[config.mk]
export PLATFORM = sky130hd
export DESIGN_NAME = layered_segment_request_scheduler_flat
export DESIGN_NICKNAME = d
export VERILOG_FILES = /design/src/rtl/lsrs_pkg.sv /design/src/rtl/lsrs_req_if.sv /design/src/rtl/lsrs_res_if.sv /design/src/rtl/layered_segment_request_scheduler.sv /design/src/rtl/lsrs_cfg.sv /design/src/rtl/lsrs_front.sv /design/src/rtl/lsrs_cmp.sv /design/src/rtl/lsrs_pick.sv /design/src/flat_wrapper.sv
export SDC_FILE = /design/constraint.sdc
export NUM_CORES = 1
export LEC_CHECK = 0
export BUFFER_PORTS_ARGS = -buffer_cell sky130_fd_sc_hd__buf_2
export CORE_MARGIN = 8
export CORE_UTILIZATION = 45
export CTS_CLUSTER_DIAMETER = 50
export CTS_CLUSTER_SIZE = 16
export DETAILED_ROUTE_END_ITERATION = 6
export GPL_ROUTABILITY_DRIVEN = 1
export GPL_TIMING_DRIVEN = 0
export SETUP_SLACK_MARGIN = 0.3
export SYNTH_ARGS = -nofsm -noshare
export SYNTH_HDL_FRONTEND = slang
export SYNTH_SLANG_ARGS = --single-unit
[constraint.sdc]
create_clock -name clk -period 18.8 [get_ports clk]
set_clock_uncertainty 0.1 [all_clocks]
set_input_delay 3.76 -clock clk [delete_from_list [all_inputs] [get_ports clk]]
set_output_delay 3.76 -clock clk [all_outputs]
set_load 0.05 [all_outputs]
[src/rtl/lsrs_pkg.sv]
// Shared constants, codes and stage types of the layered segment request scheduler.
// Used by every module and interface under rtl.
package lsrs_pkg;

	localparam int NUM_LAYERS = 4;
	localparam int LAYER_W    = $clog2(NUM_LAYERS);
	localparam int NCNT_W     = $clog2(NUM_LAYERS + 1);
	localparam int LVL_W      = 16;
	localparam int SEG_BITS   = 16;
	localparam int SEGX_W     = SEG_BITS + 1;
	localparam int GAMMA_W    = 8;
	localparam int ALPHA_W    = 16;
	localparam int OFS_W      = 8;
	localparam int CFG_W      = 16;
	localparam int CIDX_W     = 3;
	localparam int NUM_D      = NUM_LAYERS + 2;
	localparam int D_W        = $clog2(NUM_D);
	localparam int EXTRA_W    = $clog2(((NUM_D - 1) * (2 ** ALPHA_W - 1) + 255) / 256 + 1);
	localparam int TGT_W      = EXTRA_W + 1;
	localparam int THR_W      = TGT_W + 8;

	localparam logic [CIDX_W-1:0] CFG_NUM_LAYERS = 3'd0;
	localparam logic [CIDX_W-1:0] CFG_GAMMA      = 3'd1;
	localparam logic [CIDX_W-1:0] CFG_ALPHA      = 3'd2;
	localparam logic [CIDX_W-1:0] CFG_INC_OFFSET = 3'd3;
	localparam logic [CIDX_W-1:0] CFG_TOTAL_SEGS = 3'd4;

	localparam logic [1:0] PH_STEADY  = 2'd0;
	localparam logic [1:0] PH_GROWING = 2'd1;
	localparam logic [1:0] PH_INCR    = 2'd2;
	localparam logic [1:0] PH_IDLE    = 2'd3;

	typedef struct packed {
		logic [NCNT_W-1:0]                n_layers;
		logic [OFS_W-1:0]                 inc_offset;
		logic [SEG_BITS-1:0]              total_segs;
		logic [NUM_D-1:0][THR_W-1:0]      thr;
	} cfg_t;

	typedef struct packed {
		logic [NUM_LAYERS-1:0][LVL_W-1:0] level;
		logic [NUM_LAYERS-1:0][SEG_BITS-1:0] seg;
		logic [NUM_LAYERS-1:0]            ok;
		logic [LAYER_W-1:0]               top;
		logic                             inc_en;
		logic                             met;
	} s1_t;

	typedef struct packed {
		logic [NUM_LAYERS-1:0]            below_st;
		logic [NUM_LAYERS-1:0]            below_gr;
		logic [NUM_LAYERS-1:0][SEG_BITS-1:0] seg;
		logic [NUM_LAYERS-1:0]            ok;
		logic [LAYER_W-1:0]               top;
		logic                             inc_en;
		logic                             met;
	} s2_t;

endpackage

[src/rtl/lsrs_req_if.sv]
// Request channel: valid/ready handshake with per-layer levels and segment numbers.
// Depends on lsrs_pkg.
interface lsrs_req_if;
	import lsrs_pkg::*;

	logic                valid;
	logic                ready;
	logic [LVL_W-1:0]    level_0;
	logic [LVL_W-1:0]    level_1;
	logic [LVL_W-1:0]    level_2;
	logic [LVL_W-1:0]    level_3;
	logic [SEG_BITS-1:0] top_seg_0;
	logic [SEG_BITS-1:0] top_seg_1;
	logic [SEG_BITS-1:0] top_seg_2;
	logic [SEG_BITS-1:0] top_seg_3;
	logic [SEG_BITS-1:0] play_next;
	logic [LAYER_W-1:0]  query_layer;

	modport source (output valid, level_0, level_1, level_2, level_3, top_seg_0, top_seg_1,
		top_seg_2, top_seg_3, play_next, query_layer, input ready);
	modport sink (input valid, level_0, level_1, level_2, level_3, top_seg_0, top_seg_1,
		top_seg_2, top_seg_3, play_next, query_layer, output ready);
endinterface

[src/rtl/lsrs_res_if.sv]
// Result channel: valid/ready handshake with the scheduling decision.
// Depends on lsrs_pkg.
interface lsrs_res_if;
	import lsrs_pkg::*;

	logic                valid;
	logic                ready;
	logic                request_valid;
	logic [LAYER_W-1:0]  chosen_layer;
	logic [SEG_BITS-1:0] seg_number;
	logic [1:0]          phase;
	logic                all_downloaded;
	logic                min_level_met;

	modport source (output valid, request_valid, chosen_layer, seg_number, phase,
		all_downloaded, min_level_met, input ready);
	modport sink (input valid, request_valid, chosen_layer, seg_number, phase,
		all_downloaded, min_level_met, output ready);
endinterface

[src/rtl/layered_segment_request_scheduler.sv]
// Layered segment request scheduler: top level with config registers and a 3-stage pipeline.
// Throughput: one item per cycle while no held result stalls the pipeline.
// The three pipeline stages advance together; a held result stalls all of them.
// Reset clears all valid bits and loads the default config (1 layer, gamma 8,
// alpha 2.0 s, increase offset 4, total segments 0). Depends on lsrs_pkg,
// lsrs_req_if, lsrs_res_if, lsrs_cfg, lsrs_front, lsrs_cmp and lsrs_pick.
module layered_segment_request_scheduler (
	input  logic                        clk,
	input  logic                        arst_n,
	lsrs_req_if.sink                    req,
	lsrs_res_if.source                  res,
	input  logic                        cfg_we,
	input  logic [lsrs_pkg::CIDX_W-1:0] cfg_idx,
	input  logic [lsrs_pkg::CFG_W-1:0]  cfg_wdata
);
	import lsrs_pkg::*;

	cfg_t cfg;
	s1_t  d_s1;
	s2_t  d_s2;
	logic v_s1;
	logic v_s2;
	logic v_s3;
	logic adv;

	assign adv = !v_s3 || res.ready;

	lsrs_cfg u_cfg (
		.clk       (clk),
		.arst_n    (arst_n),
		.cfg_we    (cfg_we),
		.cfg_idx   (cfg_idx),
		.cfg_wdata (cfg_wdata),
		.cfg       (cfg)
	);

	lsrs_front u_front (
		.clk    (clk),
		.arst_n (arst_n),
		.adv    (adv),
		.cfg    (cfg),
		.req    (req),
		.v_s1   (v_s1),
		.d_s1   (d_s1)
	);

	lsrs_cmp u_cmp (
		.clk    (clk),
		.arst_n (arst_n),
		.adv    (adv),
		.cfg    (cfg),
		.v_s1   (v_s1),
		.d_s1   (d_s1),
		.v_s2   (v_s2),
		.d_s2   (d_s2)
	);

	lsrs_pick u_pick (
		.clk    (clk),
		.arst_n (arst_n),
		.adv    (adv),
		.v_s2   (v_s2),
		.d_s2   (d_s2),
		.v_s3   (v_s3),
		.res    (res)
	);
endmodule

[src/rtl/lsrs_cfg.sv]
// Configuration registers and derived buffer thresholds per layer distance.
// Depends on lsrs_pkg.
module lsrs_cfg (
	input  logic                        clk,
	input  logic                        arst_n,
	input  logic                        cfg_we,
	input  logic [lsrs_pkg::CIDX_W-1:0] cfg_idx,
	input  logic [lsrs_pkg::CFG_W-1:0]  cfg_wdata,
	output lsrs_pkg::cfg_t              cfg
);
	import lsrs_pkg::*;

	logic [2:0]          num_layers_q;
	logic [GAMMA_W-1:0]  gamma_q;
	logic [ALPHA_W-1:0]  alpha_q;
	logic [OFS_W-1:0]    inc_offset_q;
	logic [SEG_BITS-1:0] total_q;

	always_ff @(posedge clk or negedge arst_n) begin
		if (!arst_n) begin
			num_layers_q <= 3'd1;
			gamma_q      <= GAMMA_W'(8);
			alpha_q      <= ALPHA_W'(512);
			inc_offset_q <= OFS_W'(4);
			total_q      <= '0;
		end else if (cfg_we) begin
			case (cfg_idx)
				CFG_NUM_LAYERS: num_layers_q <= cfg_wdata[2:0];
				CFG_GAMMA:      gamma_q      <= cfg_wdata[GAMMA_W-1:0];
				CFG_ALPHA:      alpha_q      <= cfg_wdata[ALPHA_W-1:0];
				CFG_INC_OFFSET: inc_offset_q <= cfg_wdata[OFS_W-1:0];
				CFG_TOTAL_SEGS: total_q      <= cfg_wdata[SEG_BITS-1:0];
				default: ;
			endcase
		end
	end

	always_comb begin
		logic [D_W+ALPHA_W-1:0] prod;
		logic [TGT_W-1:0]       tgt;
		if (num_layers_q == 3'd0)
			cfg.n_layers = NCNT_W'(1);
		else if ({{(32-3){1'b0}}, num_layers_q} > NUM_LAYERS)
			cfg.n_layers = NCNT_W'(NUM_LAYERS);
		else
			cfg.n_layers = NCNT_W'(num_layers_q);
		cfg.inc_offset = inc_offset_q;
		cfg.total_segs = total_q;
		for (int d = 0; d < NUM_D; d++) begin
			prod = D_W'(d) * alpha_q + (D_W+ALPHA_W)'(255);
			tgt = TGT_W'(gamma_q) + TGT_W'(prod >> 8);
			cfg.thr[d] = {tgt, 8'd0};
		end
	end
endmodule

[src/rtl/lsrs_front.sv]
// Stage 1: top nonzero layer, next needed segment per layer and the query-layer check.
// Depends on lsrs_pkg and lsrs_req_if.
module lsrs_front (
	input  logic           clk,
	input  logic           arst_n,
	input  logic           adv,
	input  lsrs_pkg::cfg_t cfg,
	lsrs_req_if.sink       req,
	output logic           v_s1,
	output lsrs_pkg::s1_t  d_s1
);
	import lsrs_pkg::*;

	s1_t                                 nxt;
	logic [NUM_LAYERS-1:0][LVL_W-1:0]    lvl;
	logic [NUM_LAYERS-1:0][SEG_BITS-1:0] tseg;

	assign req.ready = adv;
	assign lvl  = {req.level_3, req.level_2, req.level_1, req.level_0};
	assign tseg = {req.top_seg_3, req.top_seg_2, req.top_seg_1, req.top_seg_0};

	always_comb begin
		logic [SEGX_W-1:0]  s;
		logic [LAYER_W-1:0] qm1;
		nxt.level = lvl;
		nxt.top = '0;
		for (int i = 1; i < NUM_LAYERS; i++)
			if (NCNT_W'(i) < cfg.n_layers && lvl[i] != '0)
				nxt.top = LAYER_W'(i);
		nxt.inc_en = (NCNT_W'(nxt.top) + NCNT_W'(1)) < cfg.n_layers;
		for (int i = 0; i < NUM_LAYERS; i++) begin
			if (lvl[i] != '0)
				s = SEGX_W'(tseg[i]) + SEGX_W'(1);
			else if (i == 0)
				s = SEGX_W'(req.play_next);
			else
				s = SEGX_W'(req.play_next) + SEGX_W'(cfg.inc_offset);
			nxt.seg[i] = s[SEG_BITS-1:0];
			nxt.ok[i] = s < SEGX_W'(cfg.total_segs);
		end
		qm1 = req.query_layer - LAYER_W'(1);
		nxt.met = 1'b1;
		if (req.query_layer != '0 && NCNT_W'(req.query_layer) < cfg.n_layers)
			nxt.met = !(THR_W'(lvl[qm1]) < cfg.thr[1]);
	end

	always_ff @(posedge clk or negedge arst_n) begin
		if (!arst_n)
			v_s1 <= 1'b0;
		else if (adv)
			v_s1 <= req.valid;
	end

	always_ff @(posedge clk) begin
		if (adv)
			d_s1 <= nxt;
	end
endmodule

[src/rtl/lsrs_cmp.sv]
// Stage 2: buffer level against the steady and growing targets for each layer.
// Depends on lsrs_pkg.
module lsrs_cmp (
	input  logic           clk,
	input  logic           arst_n,
	input  logic           adv,
	input  lsrs_pkg::cfg_t cfg,
	input  logic           v_s1,
	input  lsrs_pkg::s1_t  d_s1,
	output logic           v_s2,
	output lsrs_pkg::s2_t  d_s2
);
	import lsrs_pkg::*;

	s2_t nxt;

	always_comb begin
		logic [D_W-1:0] d_st;
		logic [D_W-1:0] d_gr;
		nxt.seg    = d_s1.seg;
		nxt.ok     = d_s1.ok;
		nxt.top    = d_s1.top;
		nxt.inc_en = d_s1.inc_en;
		nxt.met    = d_s1.met;
		for (int i = 0; i < NUM_LAYERS; i++) begin
			d_st = D_W'(d_s1.top) - D_W'(i);
			d_gr = d_st + D_W'(2);
			if (LAYER_W'(i) <= d_s1.top) begin
				nxt.below_st[i] = THR_W'(d_s1.level[i]) < cfg.thr[d_st];
				nxt.below_gr[i] = THR_W'(d_s1.level[i]) < cfg.thr[d_gr];
			end else begin
				nxt.below_st[i] = 1'b0;
				nxt.below_gr[i] = 1'b0;
			end
		end
	end

	always_ff @(posedge clk or negedge arst_n) begin
		if (!arst_n)
			v_s2 <= 1'b0;
		else if (adv)
			v_s2 <= v_s1;
	end

	always_ff @(posedge clk) begin
		if (adv)
			d_s2 <= nxt;
	end
endmodule

[src/rtl/lsrs_pick.sv]
// Stage 3: priority pick over steady, growing and quality-increase candidates.
// Depends on lsrs_pkg and lsrs_res_if; holds the output register.
module lsrs_pick (
	input  logic          clk,
	input  logic          arst_n,
	input  logic          adv,
	input  logic          v_s2,
	input  lsrs_pkg::s2_t d_s2,
	output logic          v_s3,
	lsrs_res_if.source    res
);
	import lsrs_pkg::*;

	logic                req_s3;
	logic [LAYER_W-1:0]  layer_s3;
	logic [SEG_BITS-1:0] seg_s3;
	logic [1:0]          phase_s3;
	logic                done_s3;
	logic                met_s3;

	logic                hit;
	logic                past;
	logic [LAYER_W-1:0]  layer;
	logic [SEG_BITS-1:0] seg;
	logic [1:0]          phase;

	always_comb begin
		logic [LAYER_W-1:0] up;
		hit = 1'b0;
		past = 1'b0;
		layer = '0;
		seg = '0;
		phase = PH_IDLE;
		up = d_s2.top + LAYER_W'(1);
		for (int i = 0; i < NUM_LAYERS; i++)
			if (!hit && d_s2.below_st[i]) begin
				if (d_s2.ok[i]) begin
					hit = 1'b1;
					layer = LAYER_W'(i);
					seg = d_s2.seg[i];
					phase = PH_STEADY;
				end else
					past = 1'b1;
			end
		for (int i = 0; i < NUM_LAYERS; i++)
			if (!hit && d_s2.below_gr[i]) begin
				if (d_s2.ok[i]) begin
					hit = 1'b1;
					layer = LAYER_W'(i);
					seg = d_s2.seg[i];
					phase = PH_GROWING;
				end else
					past = 1'b1;
			end
		if (!hit && d_s2.inc_en) begin
			if (d_s2.ok[up]) begin
				hit = 1'b1;
				layer = up;
				seg = d_s2.seg[up];
				phase = PH_INCR;
			end else
				past = 1'b1;
		end
	end

	always_ff @(posedge clk or negedge arst_n) begin
		if (!arst_n)
			v_s3 <= 1'b0;
		else if (adv)
			v_s3 <= v_s2;
	end

	always_ff @(posedge clk) begin
		if (adv) begin
			req_s3   <= hit;
			layer_s3 <= layer;
			seg_s3   <= seg;
			phase_s3 <= phase;
			done_s3  <= !hit && past;
			met_s3   <= d_s2.met;
		end
	end

	assign res.valid          = v_s3;
	assign res.request_valid  = req_s3;
	assign res.chosen_layer   = layer_s3;
	assign res.seg_number     = seg_s3;
	assign res.phase          = phase_s3;
	assign res.all_downloaded = done_s3;
	assign res.min_level_met  = met_s3;
endmodule
[src/flat_wrapper.sv]
// flat-port wrapper written by rule: the top's interface ports become plain ports
module layered_segment_request_scheduler_flat import lsrs_pkg::*;
  (clk, arst_n, cfg_we, cfg_idx, cfg_wdata, req_valid, req_level_0, req_level_1, req_level_2, req_level_3, req_top_seg_0, req_top_seg_1, req_top_seg_2, req_top_seg_3, req_play_next, req_query_layer, req_ready, res_valid, res_request_valid, res_chosen_layer, res_seg_number, res_phase, res_all_downloaded, res_min_level_met, res_ready);
  lsrs_req_if req_i ();
  lsrs_res_if res_i ();
  input  logic clk;
  input  logic arst_n;
  input  logic cfg_we;
  input  logic [lsrs_pkg::CIDX_W-1:0] cfg_idx;
  input  logic [lsrs_pkg::CFG_W-1:0] cfg_wdata;
  input wire logic [$bits(req_i.valid)-1:0] req_valid;
  input wire logic [$bits(req_i.level_0)-1:0] req_level_0;
  input wire logic [$bits(req_i.level_1)-1:0] req_level_1;
  input wire logic [$bits(req_i.level_2)-1:0] req_level_2;
  input wire logic [$bits(req_i.level_3)-1:0] req_level_3;
  input wire logic [$bits(req_i.top_seg_0)-1:0] req_top_seg_0;
  input wire logic [$bits(req_i.top_seg_1)-1:0] req_top_seg_1;
  input wire logic [$bits(req_i.top_seg_2)-1:0] req_top_seg_2;
  input wire logic [$bits(req_i.top_seg_3)-1:0] req_top_seg_3;
  input wire logic [$bits(req_i.play_next)-1:0] req_play_next;
  input wire logic [$bits(req_i.query_layer)-1:0] req_query_layer;
  output wire logic [$bits(req_i.ready)-1:0] req_ready;
  output wire logic [$bits(res_i.valid)-1:0] res_valid;
  output wire logic [$bits(res_i.request_valid)-1:0] res_request_valid;
  output wire logic [$bits(res_i.chosen_layer)-1:0] res_chosen_layer;
  output wire logic [$bits(res_i.seg_number)-1:0] res_seg_number;
  output wire logic [$bits(res_i.phase)-1:0] res_phase;
  output wire logic [$bits(res_i.all_downloaded)-1:0] res_all_downloaded;
  output wire logic [$bits(res_i.min_level_met)-1:0] res_min_level_met;
  input wire logic [$bits(res_i.ready)-1:0] res_ready;
  assign req_i.valid = req_valid;
  assign req_i.level_0 = req_level_0;
  assign req_i.level_1 = req_level_1;
  assign req_i.level_2 = req_level_2;
  assign req_i.level_3 = req_level_3;
  assign req_i.top_seg_0 = req_top_seg_0;
  assign req_i.top_seg_1 = req_top_seg_1;
  assign req_i.top_seg_2 = req_top_seg_2;
  assign req_i.top_seg_3 = req_top_seg_3;
  assign req_i.play_next = req_play_next;
  assign req_i.query_layer = req_query_layer;
  assign req_ready = req_i.ready;
  assign res_valid = res_i.valid;
  assign res_request_valid = res_i.request_valid;
  assign res_chosen_layer = res_i.chosen_layer;
  assign res_seg_number = res_i.seg_number;
  assign res_phase = res_i.phase;
  assign res_all_downloaded = res_i.all_downloaded;
  assign res_min_level_met = res_i.min_level_met;
  assign res_i.ready = res_ready;
  layered_segment_request_scheduler u_core (.clk(clk), .arst_n(arst_n), .req(req_i), .res(res_i), .cfg_we(cfg_we), .cfg_idx(cfg_idx), .cfg_wdata(cfg_wdata));
endmodule
### Word-level counts from Yosys, hierarchy flattened

Index checks and enable logic that the tools add are counted.

| operators by class | value |
|---|---|
| $mul | 2 |
| order comparisons | 33 |
| add/sub/neg operators | 25 |
| equal/unequal tests | 4 |
| muxes and demuxes | 119 |
| reductions and logical operators | 37 |

Operator list:

| cell | count |
|---|---|
| binary-select mux 20 bit (select 3 bit) | 7 |
| 2-to-1 mux 16 bit | 20 |
| less-than comparator 16 x 20 -> 1 bit | 9 |
| 2-to-1 mux 20 bit | 8 |
| adder 16 x 1 -> 17 bit, second input constant | 4 |
| less-than comparator 17 x 16 -> 1 bit | 4 |
| 2-to-1 mux 17 bit | 4 |
| 2-to-1 mux 2 bit | 34 |
| binary-select mux 16 bit (select 2 bit) | 2 |
| nonzero test 16 bit | 4 |
| binary-select mux 20 bit (select 2 bit) | 1 |
| 2-to-1 mux 1 bit | 40 |
| adder 18 x 8 -> 19 bit, second input constant | 2 |
| adder 8 x 11 -> 12 bit | 3 |
| less-than comparator 3 x 4 -> 1 bit, second input constant | 7 |
| adder 19 x 8 -> 19 bit, second input constant | 1 |
| multiplier 3 x 16 -> 19 bit, first input constant | 1 |
| adder 17 x 8 -> 18 bit, second input constant | 1 |
| multiplier 2 x 16 -> 18 bit, first input constant | 1 |
| adder 16 x 8 -> 17 bit | 1 |
| adder 16 x 8 -> 17 bit, second input constant | 1 |
| logical AND 1 bit | 13 |
| adder 8 x 10 -> 11 bit | 1 |
| logical NOT 1 bit | 11 |
| other kinds (26) | 40 |

| storage, ports and cells | value |
|---|---|
| bits in registers | 293 |
| logic and storage cells | 262 |
| input bits | 170 |

### Depth between registers and ports, before layout

Gate-level depths: netlist of run 1.

| logic depth | value |
|---|---|
| word-level depth | 28 |
| mapped depth | 29 |

### Hierarchy

Synthesis of run 1 repeated with hierarchy kept, for this count alone.

| second synthesis, totals | value |
|---|---|
| cell total of the unflattened synthesis | 2490 |
| area, all modules | 25914.9 sq um |

By module, submodules not included:

| module | cells each | instances | area each (sq um) |
|---|---|---|---|
| lsrs_front | 796 | 1 | 8744.6 |
| lsrs_cmp | 713 | 1 | 8186.6 |
| lsrs_cfg | 699 | 1 | 6403.6 |
| lsrs_pick | 281 | 1 | 2573.7 |
| layered_segment_request_scheduler | 1 | 1 | 6.3 |

### Worst setup path after synthesis of run 1

Ideal clock, no wire load.

| path | value |
|---|---|
| path kind | in2out |
| start point | in res_ready |
| end point | out req_ready |
| arrival | 9.137 ns |
| setup slack | 5.803 ns |
| stages on the path | 1 |
| cell sequence | nand2b_1 |

| between the ends | value |
|---|---|
| cells in the longest elaborated chain, start to end | 1 |

RTL lines:

| item | line | source |
|---|---|---|
| from (decl) | flat_wrapper.sv:30 | `input wire logic [$bits(res_i.ready)-1:0] res_ready;` |
| logical OR 1 bit | layered_segment_request_scheduler.sv:26 | `assign adv = !v_s3 \|\| res.ready;` |
| to (decl) | flat_wrapper.sv:22 | `output wire logic [$bits(req_i.ready)-1:0] req_ready;` |

Every way passes these cells.

### Worst setup path after layout of run 1

Same ends and word-level chain as after synthesis.

==> run metrics, run 1 <==
Cell variety after synth 89; Die X between 200 and 250 um; Final Hold Vio Count 0; largest net degree at the start of global routing 71; DRT Wirelength 66.5 mm; Post-Syn Instances about 2000; Setup TNS 0 ns; CP Capture Type primary output; Setup Buffers After CTS 0; Ports 195; CP max FO 67; hold buffer count at cts 0; # nets final ~2700; arrival time worst endpoint between 5 and 6 ns; DRT iter0 DRCs 1564; clk buf depth 3; async set-reset flop share out of synthesis 20.7%; Antenna Nets Post-Route 0; clock root buffer clkbuf_16; #FFs+latches synth 261; initial antenna violation count 2; part of the cycle the worst path needs 48.7%; Slew headroom 3.55%; DR vias 17200; Synth Area in Compound Gates 15.8%; Overflow after GRT 0; synthesized cell area approximately 20000 um2; row cnt 78; Initial Util about 45%; Seq/Total Area, Yosys 37.2%; H-tree Lvls 2; via density per instance around 6.0; maximum VDD drop roughly 0.000097 V; CP startpoint kind input pin; min cycle time layout 9.15 ns; full die area ~52000 um2; first-pass GRT wire length 99.8 mm; Slew Viols, Final 0; Hold Crit Depth 0; All-Layer GR Usage between 20% and 30%; simple-gate share of the synthesized area 13.5%; prevailing post-synth register cell edfxtp_1; clock sinks 261; CP Class input pin to primary output; Inserted Clock Buffers 34; drt wl/cell 23.1 um; Fmax between 100 and 150 MHz; drt pass-1 iters 7; Port Buffers between 150 and 200; Diodes inserted 0; DP Worst Slack 9.65 ns; core area roughly 45000 um2; share of layout cells above drive strength 1 about 16%; Tightest Pin Transition 1.43 ns; syn avg cell area 10.1 um2; R2R Setup Slk 12.69 ns; RR Startpoint u_core.u_cfg.alpha_q[6]$_DFFE_PN0P_; unrepaired setup endpoints after global routing false; reg2reg path depth 27; Synth-to-Final Area Change 14.7%; worst-skew pair later-pin latency between 0.5 and 0.6 ns; hpwl dp roughly 54 mm; # Max-Cap Violations 0; Sequential Area 7570 um2; TritonCTS clock tree built; cts repair resizes 0; worst path required time 14.94 ns; Synth Area in Adders 17.3%; DR DRC count 6; status finished with violations; Static Leakage 9.84 nW; syn_nets 2466; Filler cells 4068; post-synthesis mux area share 7.33%; Post-synth EDFFs 207; YS warnings 0; pwr dens 169 nW/um2; area occupied by multi-input gates roughly 12000 um2; vias in the first global route 16600; Post-Synth XOR/XNOR Area 5.77%; Worst Hold Path EP u_core.u_cmp.d_s2[9]$_DFFE_PP_; Final Setup Violations 0; violated checks design-rule violations; hold wc startpoint u_core.u_front.d_s1[9]$_DFFE_PP_; Die Span Y ~230 um; main combinational cell family by area after synthesis adder cells; Placer Congestion between 0.9 and 1; reg-to-reg endpoint u_core.u_cmp.d_s2[73]$_SDFFCE_PN0P_; Reg clk slew, reported paths 0.06 ns; Hold Crit Class flop to flop; setup ws final 9.65 ns
## critical path: stages
cell      delay (ns)
buf_2           0.07
nand2b_4        0.40
buf_16          0.36
buf_12          0.29
buf_2           0.32
## final cells by class
type	instances	share of cell area, %
clock buffer	36	3.77
buffer	63	1.18
timing repair buffer	197	4.55
inverter	97	1.56
sequential	261	32.5
clock inverter	26	1.27
multi-input combinational	1601	52.0
tap	600	3.22
## cells in the final DEF, fill, tap and decap left out, drive strengths merged, types with 4 or more instances in the layout
master   synthesis  final
nor3            28     28
a222oi          32     32
edfxtp         207    207
dfstp            4      4
buf             11    208
o21ai          146    146
mux2i           32     32
o21bai           9      9
o211ai          11     11
nand4           23     23
nand2b          25     25
nand2          203    203
nor2           152    152
and3            20     20
inv             97    107
a21o            33     33
mux2            32     32
and2             8      8
o31a             5      5
o2111ai          4      4
mux4            36     36
a211oi          16     16
fa              11     11
or2              4      4
clkinv           0     10
nand3           51     51
a31oi           29     29
nor2b           21     21
xor2            55     55
and4             7      7
ha             263    263
xnor2           79     79
o21a            21     21
clkbuf          52     88
dfrtp           50     50
a21oi          166    166
nor4            24     24
## worst max-delay path by stage
stage / from / end / slack, ns / depth (start not counted)
floorplan: res_ready / req_ready / 5.80 / 1
global placement: res_ready / req_ready / 3.08 / 3
detailed placement: res_ready / req_ready / 9.65 / 5
CTS: res_ready / req_ready / 9.64 / 5
global route: res_ready / req_ready / 9.54 / 5
finish: res_ready / req_ready / 9.65 / 5
## report_power, final
group / switching (mW) / internal, mW / total (mW)
sequential: 0.120 / 0.798 / 0.918
clock: 0.278 / 0.394 / 0.672
combinational: 1.44 / 0.920 / 2.36
total: 1.84 / 2.11 / 3.95
## cell usage after synthesis (27+ instances only)
cell type,count,share of area (%)
xor2_1,55,2.4
nor2_1,152,2.8
a222oi_1,32,1.6
nor3_1,27,0.66
a21oi_1,163,4.0
clkbuf_1,49,0.90
dfrtp_1,50,6.2
mux2_2,32,1.8
xnor2_1,79,3.4
ha_1,263,16
inv_1,95,1.8
o21ai_0,145,3.6
nand3_1,51,1.3
nand2_1,203,3.7
a31oi_1,28,0.86
edfxtp_1,207,31
mux4_2,36,4.0
a21o_1,32,1.2
mux2i_1,32,1.6
## sequential cells by signal, indices dropped and copies added, names as in the netlist
signal,count
u_core.u_pick.res.request_valid,1
u_core.u_front.d_s1,104
u_core.u_cfg.alpha_q,16
u_core.u_pick.res.all_downloaded,1
u_core.u_cfg.gamma_q,8
u_core.u_pick.res.seg_number,16
u_core.u_cmp.d_s2,80
u_core.u_pick.res.min_level_met,1
u_core.u_front.v_s1,1
u_core.u_pick.res.chosen_layer,2
u_core.u_cfg.num_layers_q,3
u_core.u_cmp.v_s2,1
u_core.u_cfg.inc_offset_q,8
u_core.u_pick.res.phase,2
u_core.u_cfg.total_q,16
u_core.u_pick.res.valid,1
## per-layer routing
| layer | global-route usage [%] | vias up | part of all wire (%) |
|---|---|---|---|
| li1 | - | 8066 | - |
| met1 | 36.9 | 8323 | 49 |
| met2 | 35.2 | 724 | 41 |
| met3 | 4.55 | 95 | 7.5 |
| met4 | 6.74 | 0 | 2.4 |
| met5 | 0 | - | 0 |
## cells by family (layout without fill, tap and decap cells)
logic type      count (synthesis)  after routing
flops                         261            261
compound gates                510            510
mux                           100            100
xor+xnor                      134            134
fa+ha+maj                     274            274
simple gates                  583            583
buf+inv                       160            419
## stage by stage
stage	std cells	power, mW	hold slack (ns)	cell area, um2	util [%]
final	2881	3.95	0.315	23300	51.9
after floorplan	2022	2.56	0.300	20300	-
after global routing	2881	4.24	0.317	23300	51.9
after global placement	2815	3.20	0.300	22100	49.0
after detailed placement	2818	3.24	0.305	22100	49.2
after CTS	2880	3.92	0.314	23300	51.8
Power figures use the tool's default switching activity.
==> run 2: changes to the inputs <==
==> constraint.sdc (replaced) <==
create_clock -name clk -period 9.5 [get_ports clk]
set_clock_uncertainty 0.1 [all_clocks]
set_input_delay 1.9 -clock clk [delete_from_list [all_inputs] [get_ports clk]]
set_output_delay 1.9 -clock clk [all_outputs]
set_load 0.05 [all_outputs]
==> run 2 against run 1 <==
  * The flow still finishes with violations (design-rule violations)
  * Sequential power rose by 97%
  * Flip-flop and latch count did not move
  * Die area did not move
  * Highest routed layer unchanged
==> run metrics, run 2 (synthesis gave the netlist of run 1 again) <==
Reg clk slew, reported paths 0.07 ns; CP Capture Type flop; largest registers u_core.u_front.d_s1 x104, u_core.u_cmp.d_s2 x80; reg2reg path depth 27; clock root buffer clkbuf_16; drt wl/cell ~23 um; Initial Util 45.2%; CP Class flop to flop; Worst path most repeated cell a21oi_1; hold buffer count at cts 0; Fmax 161 MHz; arrival time worst endpoint around 6.6 ns; Top reg by flops u_core.u_front.d_s1; H-tree Lvls 1; min cycle time layout 6.21 ns; met3 wire len between 5 and 6 mm; Die Span Y 229 um; sequential share of power 23.5%; Setup TNS 0 ns; vias in the first global route 16800; CP delay by family, top compound AO/OA/AOI/OAI gates; cts repair resizes 0; R2R Setup Slk 3.29 ns; Inserted Clock Buffers 30; largest net degree at the start of global routing 70; WP buf/inv 2; DRT Wirelength 66.5 mm; CP max FO 6; RR Startpoint u_core.u_cfg.alpha_q[6]$_DFFE_PN0P_; Sw Ratio 47.0%; drt pass-1 iters 7; commonest non-fill, non-tap cells in the layout ha_1, edfxtp_1, nand2_1, buf_2, a21oi_1; WL met1 32.1 mm; share of layout cells above drive strength 1 15.9%; Util after Layout roughly half; Overflow after GRT 0; max reg flops 104; # Max-Cap Violations 0; Placer Congestion slightly below 1; post-route design area 23200 um2; Final Hold Vio Count 0; Hold Crit Class flop to flop; unrepaired setup endpoints after global routing false; DP Worst Slack approximately 2.9 ns; worst-skew pair later-pin latency 0.59 ns; part of the cycle the worst path needs ~65%; hold wc startpoint u_core.u_front.d_s1[55]$_DFFE_PP_; clock sinks 261; hpwl dp 53.2 mm; Slew Viols, Final 0; # nets final 2694; core area 45000 um2; Tightest Pin Transition around 1.3 ns; reg-to-reg endpoint u_core.u_cmp.d_s2[73]$_SDFFCE_PN0P_; Diodes inserted 0; Comb pwr share about three fifths; TritonCTS clock tree built; Die X 229 um; crit-path max cell delay 0.55 ns; DR vias approximately 17000; Power, Total between 7 and 8 mW; met2 WL 28.0 mm; Slew headroom approximately 11%; Worst Hold Path EP u_core.u_cmp.d_s2[55]$_DFFE_PP_; Final Setup Violations 0; slowest cell on the critical path o21ai_0; status finished with violations; Setup Buffers After CTS 0; Antenna Nets Post-Route 0; clk buf depth 3; first-pass GRT wire length 99.8 mm; Port Buffers 193; maximum VDD drop 0.000166 V; Static Leakage ~10 nW; DR top layer met4; All-Layer GR Usage between 20% and 30%; Clk pwr share 15.9%; instance count on the critical path 27; commonest non-fill, non-tap cell in the layout ha_1; via density per instance 6.00; DR DRC count 3; violated checks design-rule violations; Hold Crit Depth 0; NetSw 3.63 mW; CP startpoint kind flop; P_int 4.09 mW; initial antenna violation count 0; full die area approximately 52000 um2; pwr dens 333 nW/um2; Cell Area, Placed 22100 um2; Synth-to-Final Area Change 14.2%; Ports 195; row cnt between 70 and 80; worst path required time 9.83 ns; setup ws final roughly 3.3 ns; DRT iter0 DRCs around 1600
## run 2: metal layers
| layer | track usage (%) | up-vias |
|---|---|---|
| li1 | - | 8049 |
| met1 | 36.6 | 8374 |
| met2 | 36.4 | 733 |
| met3 | 3.61 | 88 |
| met4 | 5.45 | 0 |
| met5 | 0 | - |
## run 2: cell type report
| type | count | area (um2) |
|---|---|---|
| inverter | 97 | 364 |
| tap | 600 | 751 |
| clock buffer | 32 | 758 |
| sequential | 261 | 7570 |
| buffer | 63 | 275 |
| timing repair buffer | 196 | 1050 |
| clock inverter | 24 | 319 |
| multi-input combinational | 1601 | 12100 |
| fill | 4122 | 21800 |
## run 2: worst max-delay path by stage
stage / slack [ns] / to / start
after floorplan: 2.77 / req_ready / res_ready
after global placement: 1.06 / req_ready / res_ready
after detailed placement: 2.86 / u_core.u_front.d_s1[6]$_DFFE_PP_ / req_level_2[8]
after CTS: 3.39 / u_core.u_cmp.d_s2[73]$_SDFFCE_PN0P_ / u_core.u_cfg.alpha_q[6]$_DFFE_PN0P_
after global routing: 2.80 / u_core.u_cmp.d_s2[73]$_SDFFCE_PN0P_ / u_core.u_cfg.alpha_q[6]$_DFFE_PN0P_
final: 3.29 / u_core.u_cmp.d_s2[73]$_SDFFCE_PN0P_ / u_core.u_cfg.alpha_q[6]$_DFFE_PN0P_
## run 2: power groups by stage
stage                     sequential (mW)  combinational [mW]  clock (mW)
final                                1.81                4.69        1.23
after global routing                 1.84                5.16        1.29
after CTS                            1.80                4.61        1.25
after detailed placement             1.82                4.58           0
after global placement               1.85                4.46           0
after floorplan                      1.91                3.13           0
## run 2: metrics by stage
step | cells | hold slack [ns]
2_1_floorplan | 2022 | 0.300
3_3_place_gp | 2815 | 0.301
3_5_place_dp | 2818 | 0.305
4_1_cts | 2874 | 0.303
5_1_grt | 2874 | 0.309
6_report | 2874 | 0.307
